[src/design/isrt_pkg.sv]
// shared types and constants for the insertion sorter
`timescale 1ns / 1ps

package isrt_pkg;

   localparam int ISRT_MAX_ITEMS = 16;
   localparam int ISRT_DATA_W    = 32;

   typedef struct packed {
      logic signed [ISRT_DATA_W-1:0] value;
      logic                          last_in;
   } req_payload_type;

   typedef struct packed {
      logic signed [ISRT_DATA_W-1:0] sorted_value;
      logic                          last_out;
      logic                          overflow;
   } rsp_payload_type;

   // command broadcast to every cell of the row
   typedef struct packed {
      logic                          insert;
      logic                          shift;
      logic signed [ISRT_DATA_W-1:0] value;
   } cell_cmd_type;

   // what a cell shows its neighbors
   typedef struct packed {
      logic                          valid;
      logic                          gt;
      logic signed [ISRT_DATA_W-1:0] data;
   } cell_link_type;

endpackage

[src/design/insertion_sorter_top.sv]
// insertion sorter: a row of cells kept in ascending order, emptied at the end of a run
// storage: each accepted beat is written into the cell registers if the row has room;
//   final beat starts the drain: one result per cycle unless stalled, up to MAX_ITEMS
// throughput: 1 input beat per cycle while filling; input stalls while the row drains
// reset: synchronous, active high; empties the row, clears the drop flag and output valid
`timescale 1ns / 1ps

module insertion_sorter_top #(
   parameter int MAX_ITEMS = isrt_pkg::ISRT_MAX_ITEMS
) (
   input  logic                     clock,
   input  logic                     reset,
   input  logic                     req_valid,
   output logic                     req_stall,
   input  isrt_pkg::req_payload_type req_payload,
   output logic                     rsp_valid,
   input  logic                     rsp_stall,
   output isrt_pkg::rsp_payload_type rsp_payload
);
   import isrt_pkg::*;

   localparam logic ST_FILL = 1'b0;
   localparam logic ST_EMIT = 1'b1;

   logic            state_ff, state_in;
   logic            dropped_ff, dropped_in;
   logic            ovf_ff, ovf_in;
   logic            rsp_valid_ff, rsp_valid_in;
   rsp_payload_type rsp_data_ff, rsp_data_in;

   cell_cmd_type  cmd;
   cell_link_type links [MAX_ITEMS];
   cell_link_type idle_link;

   logic req_accept;
   logic full;
   logic can_load;

   assign idle_link = '{valid: 1'b0, gt: 1'b0, data: '0};

   genvar gi;
   generate
      for (gi = 0; gi < MAX_ITEMS; gi++) begin : g_cell
         cell_link_type prev_l, next_l;
         if (gi == 0) begin : g_first
            assign prev_l = idle_link;
         end else begin : g_prev
            assign prev_l = links[gi-1];
         end
         if (gi == MAX_ITEMS - 1) begin : g_end
            assign next_l = idle_link;
         end else begin : g_next
            assign next_l = links[gi+1];
         end
         isrt_cell u_cell (
            .clock     (clock),
            .reset     (reset),
            .cmd       (cmd),
            .prev_link (prev_l),
            .next_link (next_l),
            .link      (links[gi])
         );
      end
   endgenerate

   assign full       = links[MAX_ITEMS-1].valid;
   assign req_stall  = (state_ff == ST_EMIT);
   assign req_accept = req_valid && !req_stall;
   assign can_load   = !rsp_valid_ff || !rsp_stall;

   always_comb begin
      state_in     = state_ff;
      dropped_in   = dropped_ff;
      ovf_in       = ovf_ff;
      rsp_valid_in = rsp_valid_ff && rsp_stall;
      rsp_data_in  = rsp_data_ff;
      cmd.insert   = 1'b0;
      cmd.shift    = 1'b0;
      cmd.value    = req_payload.value;
      unique case (state_ff)
         ST_FILL: begin
            if (req_accept) begin
               cmd.insert = !full;
               if (req_payload.last_in) begin
                  ovf_in     = dropped_ff || full;
                  dropped_in = 1'b0;
                  state_in   = ST_EMIT;
               end else if (full) begin
                  dropped_in = 1'b1;
               end
            end
         end
         ST_EMIT: begin
            // drain from the low end, one beat per cycle while the output is not stalled
            if (can_load && links[0].valid) begin
               cmd.shift                = 1'b1;
               rsp_valid_in             = 1'b1;
               rsp_data_in.sorted_value = links[0].data;
               rsp_data_in.last_out     = !links[1].valid;
               rsp_data_in.overflow     = ovf_ff;
               if (!links[1].valid) begin
                  state_in = ST_FILL;
               end
            end
         end
         default: begin
            state_in = ST_FILL;
         end
      endcase
   end

   always_ff @(posedge clock) begin
      if (reset) begin
         state_ff     <= ST_FILL;
         dropped_ff   <= 1'b0;
         ovf_ff       <= 1'b0;
         rsp_valid_ff <= 1'b0;
      end else begin
         state_ff     <= state_in;
         dropped_ff   <= dropped_in;
         ovf_ff       <= ovf_in;
         rsp_valid_ff <= rsp_valid_in;
      end
   end

   always_ff @(posedge clock) begin
      rsp_data_ff <= rsp_data_in;
   end

   assign rsp_valid   = rsp_valid_ff;
   assign rsp_payload = rsp_data_ff;

endmodule

[src/design/isrt_cell.sv]
// one storage cell of the sorting row
`timescale 1ns / 1ps

module isrt_cell (
   input  logic                   clock,
   input  logic                   reset,
   input  isrt_pkg::cell_cmd_type  cmd,
   input  isrt_pkg::cell_link_type prev_link,
   input  isrt_pkg::cell_link_type next_link,
   output isrt_pkg::cell_link_type link
);
   import isrt_pkg::*;

   logic                          valid_ff, valid_in;
   logic signed [ISRT_DATA_W-1:0] data_ff, data_in;
   logic                          gt;

   // an empty cell counts as greater than anything, equal values stay put
   assign gt = !valid_ff || (data_ff > cmd.value);

   always_comb begin
      valid_in = valid_ff;
      data_in  = data_ff;
      if (cmd.insert) begin
         if (prev_link.gt) begin
            valid_in = prev_link.valid;
            data_in  = prev_link.data;
         end else if (gt) begin
            valid_in = 1'b1;
            data_in  = cmd.value;
         end
      end else if (cmd.shift) begin
         valid_in = next_link.valid;
         data_in  = next_link.data;
      end
   end

   always_ff @(posedge clock) begin
      if (reset) begin
         valid_ff <= 1'b0;
      end else begin
         valid_ff <= valid_in;
      end
   end

   always_ff @(posedge clock) begin
      data_ff <= data_in;
   end

   assign link.valid = valid_ff;
   assign link.gt    = gt;
   assign link.data  = data_ff;

endmodule
[config.mk]
export PLATFORM = sky130hd
export DESIGN_NAME = insertion_sorter_top
export DESIGN_NICKNAME = d
export VERILOG_FILES = /design/src/design/isrt_pkg.sv /design/src/design/insertion_sorter_top.sv /design/src/design/isrt_cell.sv
export SDC_FILE = /design/constraint.sdc
export NUM_CORES = 2
export LEC_CHECK = 0
export ABC_CLOCK_PERIOD_IN_PS = 9750
export BUFFER_PORTS_ARGS = -buffer_cell sky130_fd_sc_hd__buf_2
export CORE_UTILIZATION = 60
export CTS_CLUSTER_DIAMETER = 120
export DETAILED_ROUTE_END_ITERATION = 12
export GPL_TIMING_DRIVEN = 0
export PLACE_DENSITY_LB_ADDON = 0.25
export SYNTH_ARGS = -nofsm -noshare
export SYNTH_HDL_FRONTEND = slang
export SYNTH_SLANG_ARGS = --single-unit
[constraint.sdc]
create_clock -name clock -period 9.75 [get_ports clock]
set_input_delay 0 -clock clock [delete_from_list [all_inputs] [get_ports clock]]
set_output_delay 0 -clock clock [all_outputs]
set_load 0.005 [all_outputs]
# Yosys cells after proc, flatten, opt, wreduce, memory -nomap -nowiden
# Cells that the tools add are included.
[totals]
ff_bits = 566
inputBits = 37
[classes]
order_cmp = 16
n_eq_ne = 16
mux = 139
n_bitwise = 1
n_reduce_logical = 61
[op_table]
columns = ["operator", "n"]
rows = [
  ["$mux 32", 63],
  ["$gt 32x32->1", 16],
  ["$mux 1", 75],
  ["$ne 3x1->1 const B", 15],
  ["$reduce_and 2->1", 17],
  ["$logic_not 1->1", 19],
  ["$logic_or 1x1->1", 18],
  ["$reduce_and 3->1", 2],
  ["$reduce_bool 2->1", 2],
  ["$logic_and 1x1->1", 3],
  ["$ne 2x1->1 const B", 1],
  ["$pmux 1 s2", 1],
  ["$not 1->1", 1],
]

# Depth between registers and ports, before layout
[logic_depth]
word_depth = 7
mapped_depth = 14
mapped_depth_nobuf = 11

# Cells and area by module
# From an unflattened synthesis, not the netlist that was laid out.
[unflattened]
cells_unflattened = 4343
area_unflattened_um2 = 41662.5
[by_module_without_submodules]
columns = ["module", "n_inst", "cells_each", "area_each_um2"]
rows = [
  ["isrt_cell", 16, 268, 2528.7],
  ["insertion_sorter_top", 1, 55, 1203.7],
]

# Worst setup path after synthesis
# Ideal clock, no wire load.
[synth_path]
path_kind = "input to register"
start = "in req_payload[10] in the netlist's numbering"
end = "reg g_cell[13].u_cell.data_ff[0], enable pin"
setup_time_ps = 441
arrival_time_ps = 4277
required_time_ps = 9309
setup_slack_ps = 5033
stages = 13
path_buffers = 3
path_cell_list = "buf_2 > inv_1 > ha_1 > a21oi_2 > o21ai_1 > a221o_1 > a2111o_1 > a211oi_2 > xor2_1 > a21boi_1 > buf_6 > buf_8 > a31oi_1"
[synth_via]
elab_chain_len = 4
[synth_lines]
columns = ["element", "line", "text"]
rows = [
  ["start: declaration", "insertion_sorter_top.sv:15", "input isrt_pkg::req_payload_type req_payload,"],
  ["$gt 32x32->1", "isrt_cell.sv:19", "assign gt = !valid_ff || (data_ff > cmd.value);"],
  ["$logic_or 1x1->1", "isrt_cell.sv:19", ""],
  ["$ne 3x1->1 (no source line) (*)", "-", ""],
  ["$reduce_and 2->1 (no source line) (*)", "-", ""],
  ["end signal: assignment", "isrt_cell.sv:47", "data_ff <= data_in;"],
  ["end: declaration", "isrt_cell.sv:15", "logic signed [ISRT_DATA_W-1:0] data_ff, data_in;"],
]
# Every way passes the cells marked *; elsewhere a longest branch is shown, timed or not.
# A chain may end at the register's enable or synchronous reset.

# Worst setup path after layout
[layout_path]
start = "in req_payload[31] in the netlist's numbering"
end = "reg g_cell[3].u_cell.data_ff[7], enable pin"
[layout_via]
elab_chain_len = 4
[layout_lines]
columns = ["element", "line"]
rows = [
  ["$gt 32x32->1", "isrt_cell.sv:19"],
  ["$logic_or 1x1->1", "isrt_cell.sv:19"],
  ["$ne 3x1->1 (no source line) (*)", "-"],
  ["$reduce_and 2->1 (no source line) (*)", "-"],
  ["end signal: assignment", "isrt_cell.sv:47"],
  ["end: declaration", "isrt_cell.sv:15"],
]
# Marks and branches as above.

==> results.py <==
metrics = {
    "place": {
        "dp_hpwl_um": 92800,
        "gp_congestion": 0.992,
        "io_buffer_count": 71,
    },
    "synthesis": {
        "synth_ff_type": "edfxtp_1",
        "netlist_area_um2": 38100,
        "synth.avg_cell_area_um2": 10.4,
        "synth_edf_count": 546,
        "synth_cells": 3650,
        "ys_warn_count": 0,
        "synth-seq-cells": 566,
        "synth_seq_area_share_pct": 44.1,
        "synth_fp_nets": 4167,
        "ys_types": 68,
        "async_flop_share_pct": 0,
    },
    "timing": {
        "worst_pin_slew_ps": 1410,
        "fin_crit_sh_pct": 59.0,
        "fin_crit_ps": 5750,
        "skew_ps": 17.9,
        "hold_viol": 0,
        "whs_ps": 212,
        "slew_headroom_pct": 5.76,
        "fin_tns_setup_ps": 0,
        "slew_violations": 0,
        "fmax_ghz": 0.174,
        "setup_violations": 0,
        "rsz0062_at_grt": "no",
    },
    "routing": {
        "detail_route.iter0.violations": 3316,
        "ant_nets": 0,
        "routed_wl_um": 117000,
        "drt-pass1-iter-count": 6,
        "avgViaCountPerCell": 6.50,
        "routedWlPerCell_um": 24.7,
        "vias": 30700,
        "drc": 0,
    },
    "floorplan": {
        "rows": 91,
        "die_w_um": 254,
        "num_io_pins": 73,
        "dieArea_um2": 64500,
        "core-area_um2": 62200,
        "dieHeight_um": 254,
        "initial_core_util_pct": 61.2,
    },
    "worst_setup_path": {
        "path_max_fanout": 32,
        "startpoint_type": "input port",
        "cp.required_ps": 9980,
        "end_kind": "flip-flop",
        "cp_data_arrival_time_ps": 5980,
        "crit_type": "input port to flip-flop",
        "ff2ff_setup_slack_ps": 5250,
    },
    "grt": {
        "grt_pass1_wl_um": 174000,
        "grt-ovfl-total": 0,
        "grt_max_degree": 38,
        "grt_use_total_pct": 36.1,
        "grt_pass1_vias": 29800,
        "antenna_found_initial": 0,
    },
    "pwr": {
        "vdd_drop_max_uv": 151,
        "power_frac_comb_pct": 25.0,
        "seqPwrFrac_pct": 42.7,
        "p_leak_uw": 0.0185,
        "power.switching_uw": 2590,
        "switching_share_pct": 32.2,
        "p_int_uw": 5440,
        "power_density_nw_per_um2": 189,
        "power_frac_clock_pct": 32.3,
    },
    "clock_tree": {
        "cts_hold_buf": 36,
        "postCtsSetupBuffers": 0,
        "cts_max_level": 3,
        "clock-root-buffer": "clkbuf_16",
        "cts_resized": 0,
        "cts_sinks": 566,
        "clock_path_buffers": 3,
        "cts.clk_slew.worst_paths_ps": 50,
        "clock_latency_ps": 620,
        "numCtsBuffers": 68,
        "cts_tree": "done",
    },
    "worst_hold_path": {
        "hp-class": "input port to flip-flop",
    },
    "flow_run": {
        "cap_violations": 0,
    },
    "layout": {
        "diodes": 0,
        "nets": 4352,
        "drive_gt1_share_pct": 7.12,
        "area_delta_synth_final_pct": 11.4,
    },
    "outcome": {
        "status": "finished, final reports clean",
    },
}
[path summary, 6_finish.rpt]
| path | to | cells past startpoint | from |
|---|---|---|---|
| worst max-delay path | g_cell[3].u_cell.data_ff[7] | 16 | req_payload[31] |
| worst min-delay path | ovf_ff | 3 | req_payload[0] |
| worst max register to register | g_cell[5].u_cell.data_ff[26] | 11 | g_cell[5].u_cell.data_ff[14] |
| worst min register to register | rsp_payload[0] | 0 | ovf_ff |
[power by group through the flow]
stage | clock, uW | combinational, uW | sequential (uW)
after floorplan | 0 | 1370 | 3350
after detailed placement | 0 | 1930 | 3460
after CTS | 2590 | 1960 | 3410
after global placement | 0 | 1830 | 3460
after global routing | 2680 | 2210 | 3460
final | 2590 | 2000 | 3430
[final cells by class]
cell class / count / area [um2]
Timing Repair Buffer: 115 / 928
Inverter: 67 / 251
Fill cell: 4891 / 19700
Buffer: 210 / 1050
Tap cell: 837 / 1050
Clock inverter: 35 / 347
Multi-Input combinational cell: 2807 / 20100
Sequential cell: 566 / 16800
Clock buffer: 88 / 1860
[sequential cells by signal, summed over array words and instances (netlist names)]
| register | flops |
|---|---|
| rsp_valid | 1 |
| req_stall | 1 |
| rsp_payload | 34 |
| dropped_ff | 1 |
| g_cell.u_cell.data_ff | 512 |
| g_cell.u_cell.valid_ff | 16 |
| ovf_ff | 1 |
[cells by family after synthesis]
group | Yosys count | share of synthesized area (%)
adders and majority gates | 480 | 15.8
DFF | 566 | 44.1
xor gates and xnor gates | 2 | 0.0460
muxes | 477 | 12.5
AOI/OAI and AO/OA | 906 | 13.4
buffers and inverters | 277 | 3.42
and+or+nand+nor | 942 | 10.7
[per-stage QoR]
stage               worst slack, ps  total power [uW]  cells  util (%)  instance area, um2
global route                   3840              8350   4725      68.2               42400
global placement               2290              5290   4558      63.5               39500
CTS                            4140              7970   4725      68.2               42400
floorplan                      5030              4720   3650         -               38100
detailed placement             4090              5390   4566      64.1               39900
finish                         4000              8030   4725      68.2               42400
[cells in the mapped netlist (4+ instances only)]
library cell / number / share of area, %
nor2b_1: 20 / 0.33
and3_1: 7 / 0.12
a211o_1: 9 / 0.21
a221o_1: 5 / 0.13
inv_1: 67 / 0.66
clkbuf_1: 134 / 1.3
edfxtp_1: 546 / 43
nor2_1: 264 / 2.6
o21a_1: 5 / 0.099
a211oi_1: 20 / 0.39
nand2b_1: 4 / 0.066
nor4_1: 14 / 0.23
a221oi_1: 6 / 0.14
buf_2: 40 / 0.53
o21ai_0: 322 / 4.2
o221ai_1: 8 / 0.18
and4_1: 11 / 0.25
o211ai_1: 20 / 0.39
a21o_1: 52 / 1.0
nand2_1: 446 / 4.4
ha_1: 480 / 16
nand4_1: 85 / 1.4
dfxtp_1: 20 / 1.1
o21ai_1: 45 / 0.59
nand3_1: 52 / 0.68
a31oi_1: 8 / 0.13
a21boi_0: 7 / 0.14
buf_6: 8 / 0.24
nor3_1: 23 / 0.30
buf_4: 23 / 0.45
a311oi_1: 16 / 0.37
a2111oi_0: 6 / 0.14
a21oi_1: 347 / 4.6
mux2i_1: 477 / 13
[routing by layer]
layer / wire length, um / share of wire [%] / global-route usage (%)
met1: 46600 / 40 / 47.3
met4: 6010 / 5.2 / 18.7
met2: 53100 / 46 / 58.0
met5: 0 / 0 / 0
met3: 10800 / 9.3 / 5.36
[worst max-delay path, cell delays in order]
cell	delay [ps]
dlygate4sd3_1	550
buf_2	300
clkbuf_1	700
inv_1	700
ha_1	550
and4_1	280
nand4_1	210
nor4_1	790
nand2_1	110
o2bb2ai_1	240
nand2_1	80
o2111ai_1	110
buf_4	220
buf_4	250
nor3_1	100
nor2_4	740
[placed cells by master, fill, tap and decap left out, drive strengths merged, types with 6 or more instances in the layout]
cell type / instances
o221ai: 8
nand2: 447
clkinv: 26
inv: 68
a311oi: 16
a211oi: 21
a221oi: 6
and2: 6
nor2: 264
dfxtp: 20
dlygate4sd3: 36
a211o: 9
ha: 480
nor4: 14
a21o: 52
nand3: 52
a2111oi: 6
buf: 155
a31oi: 8
a21oi: 349
a21boi: 8
o21ai: 367
o211ai: 20
nand4: 85
nor3: 23
clkbuf: 222
edfxtp: 546
mux2i: 477
bufinv: 7
and3: 7
nor2b: 20
and4: 11
No activity file was read; power rests on OpenSTA's default activity.
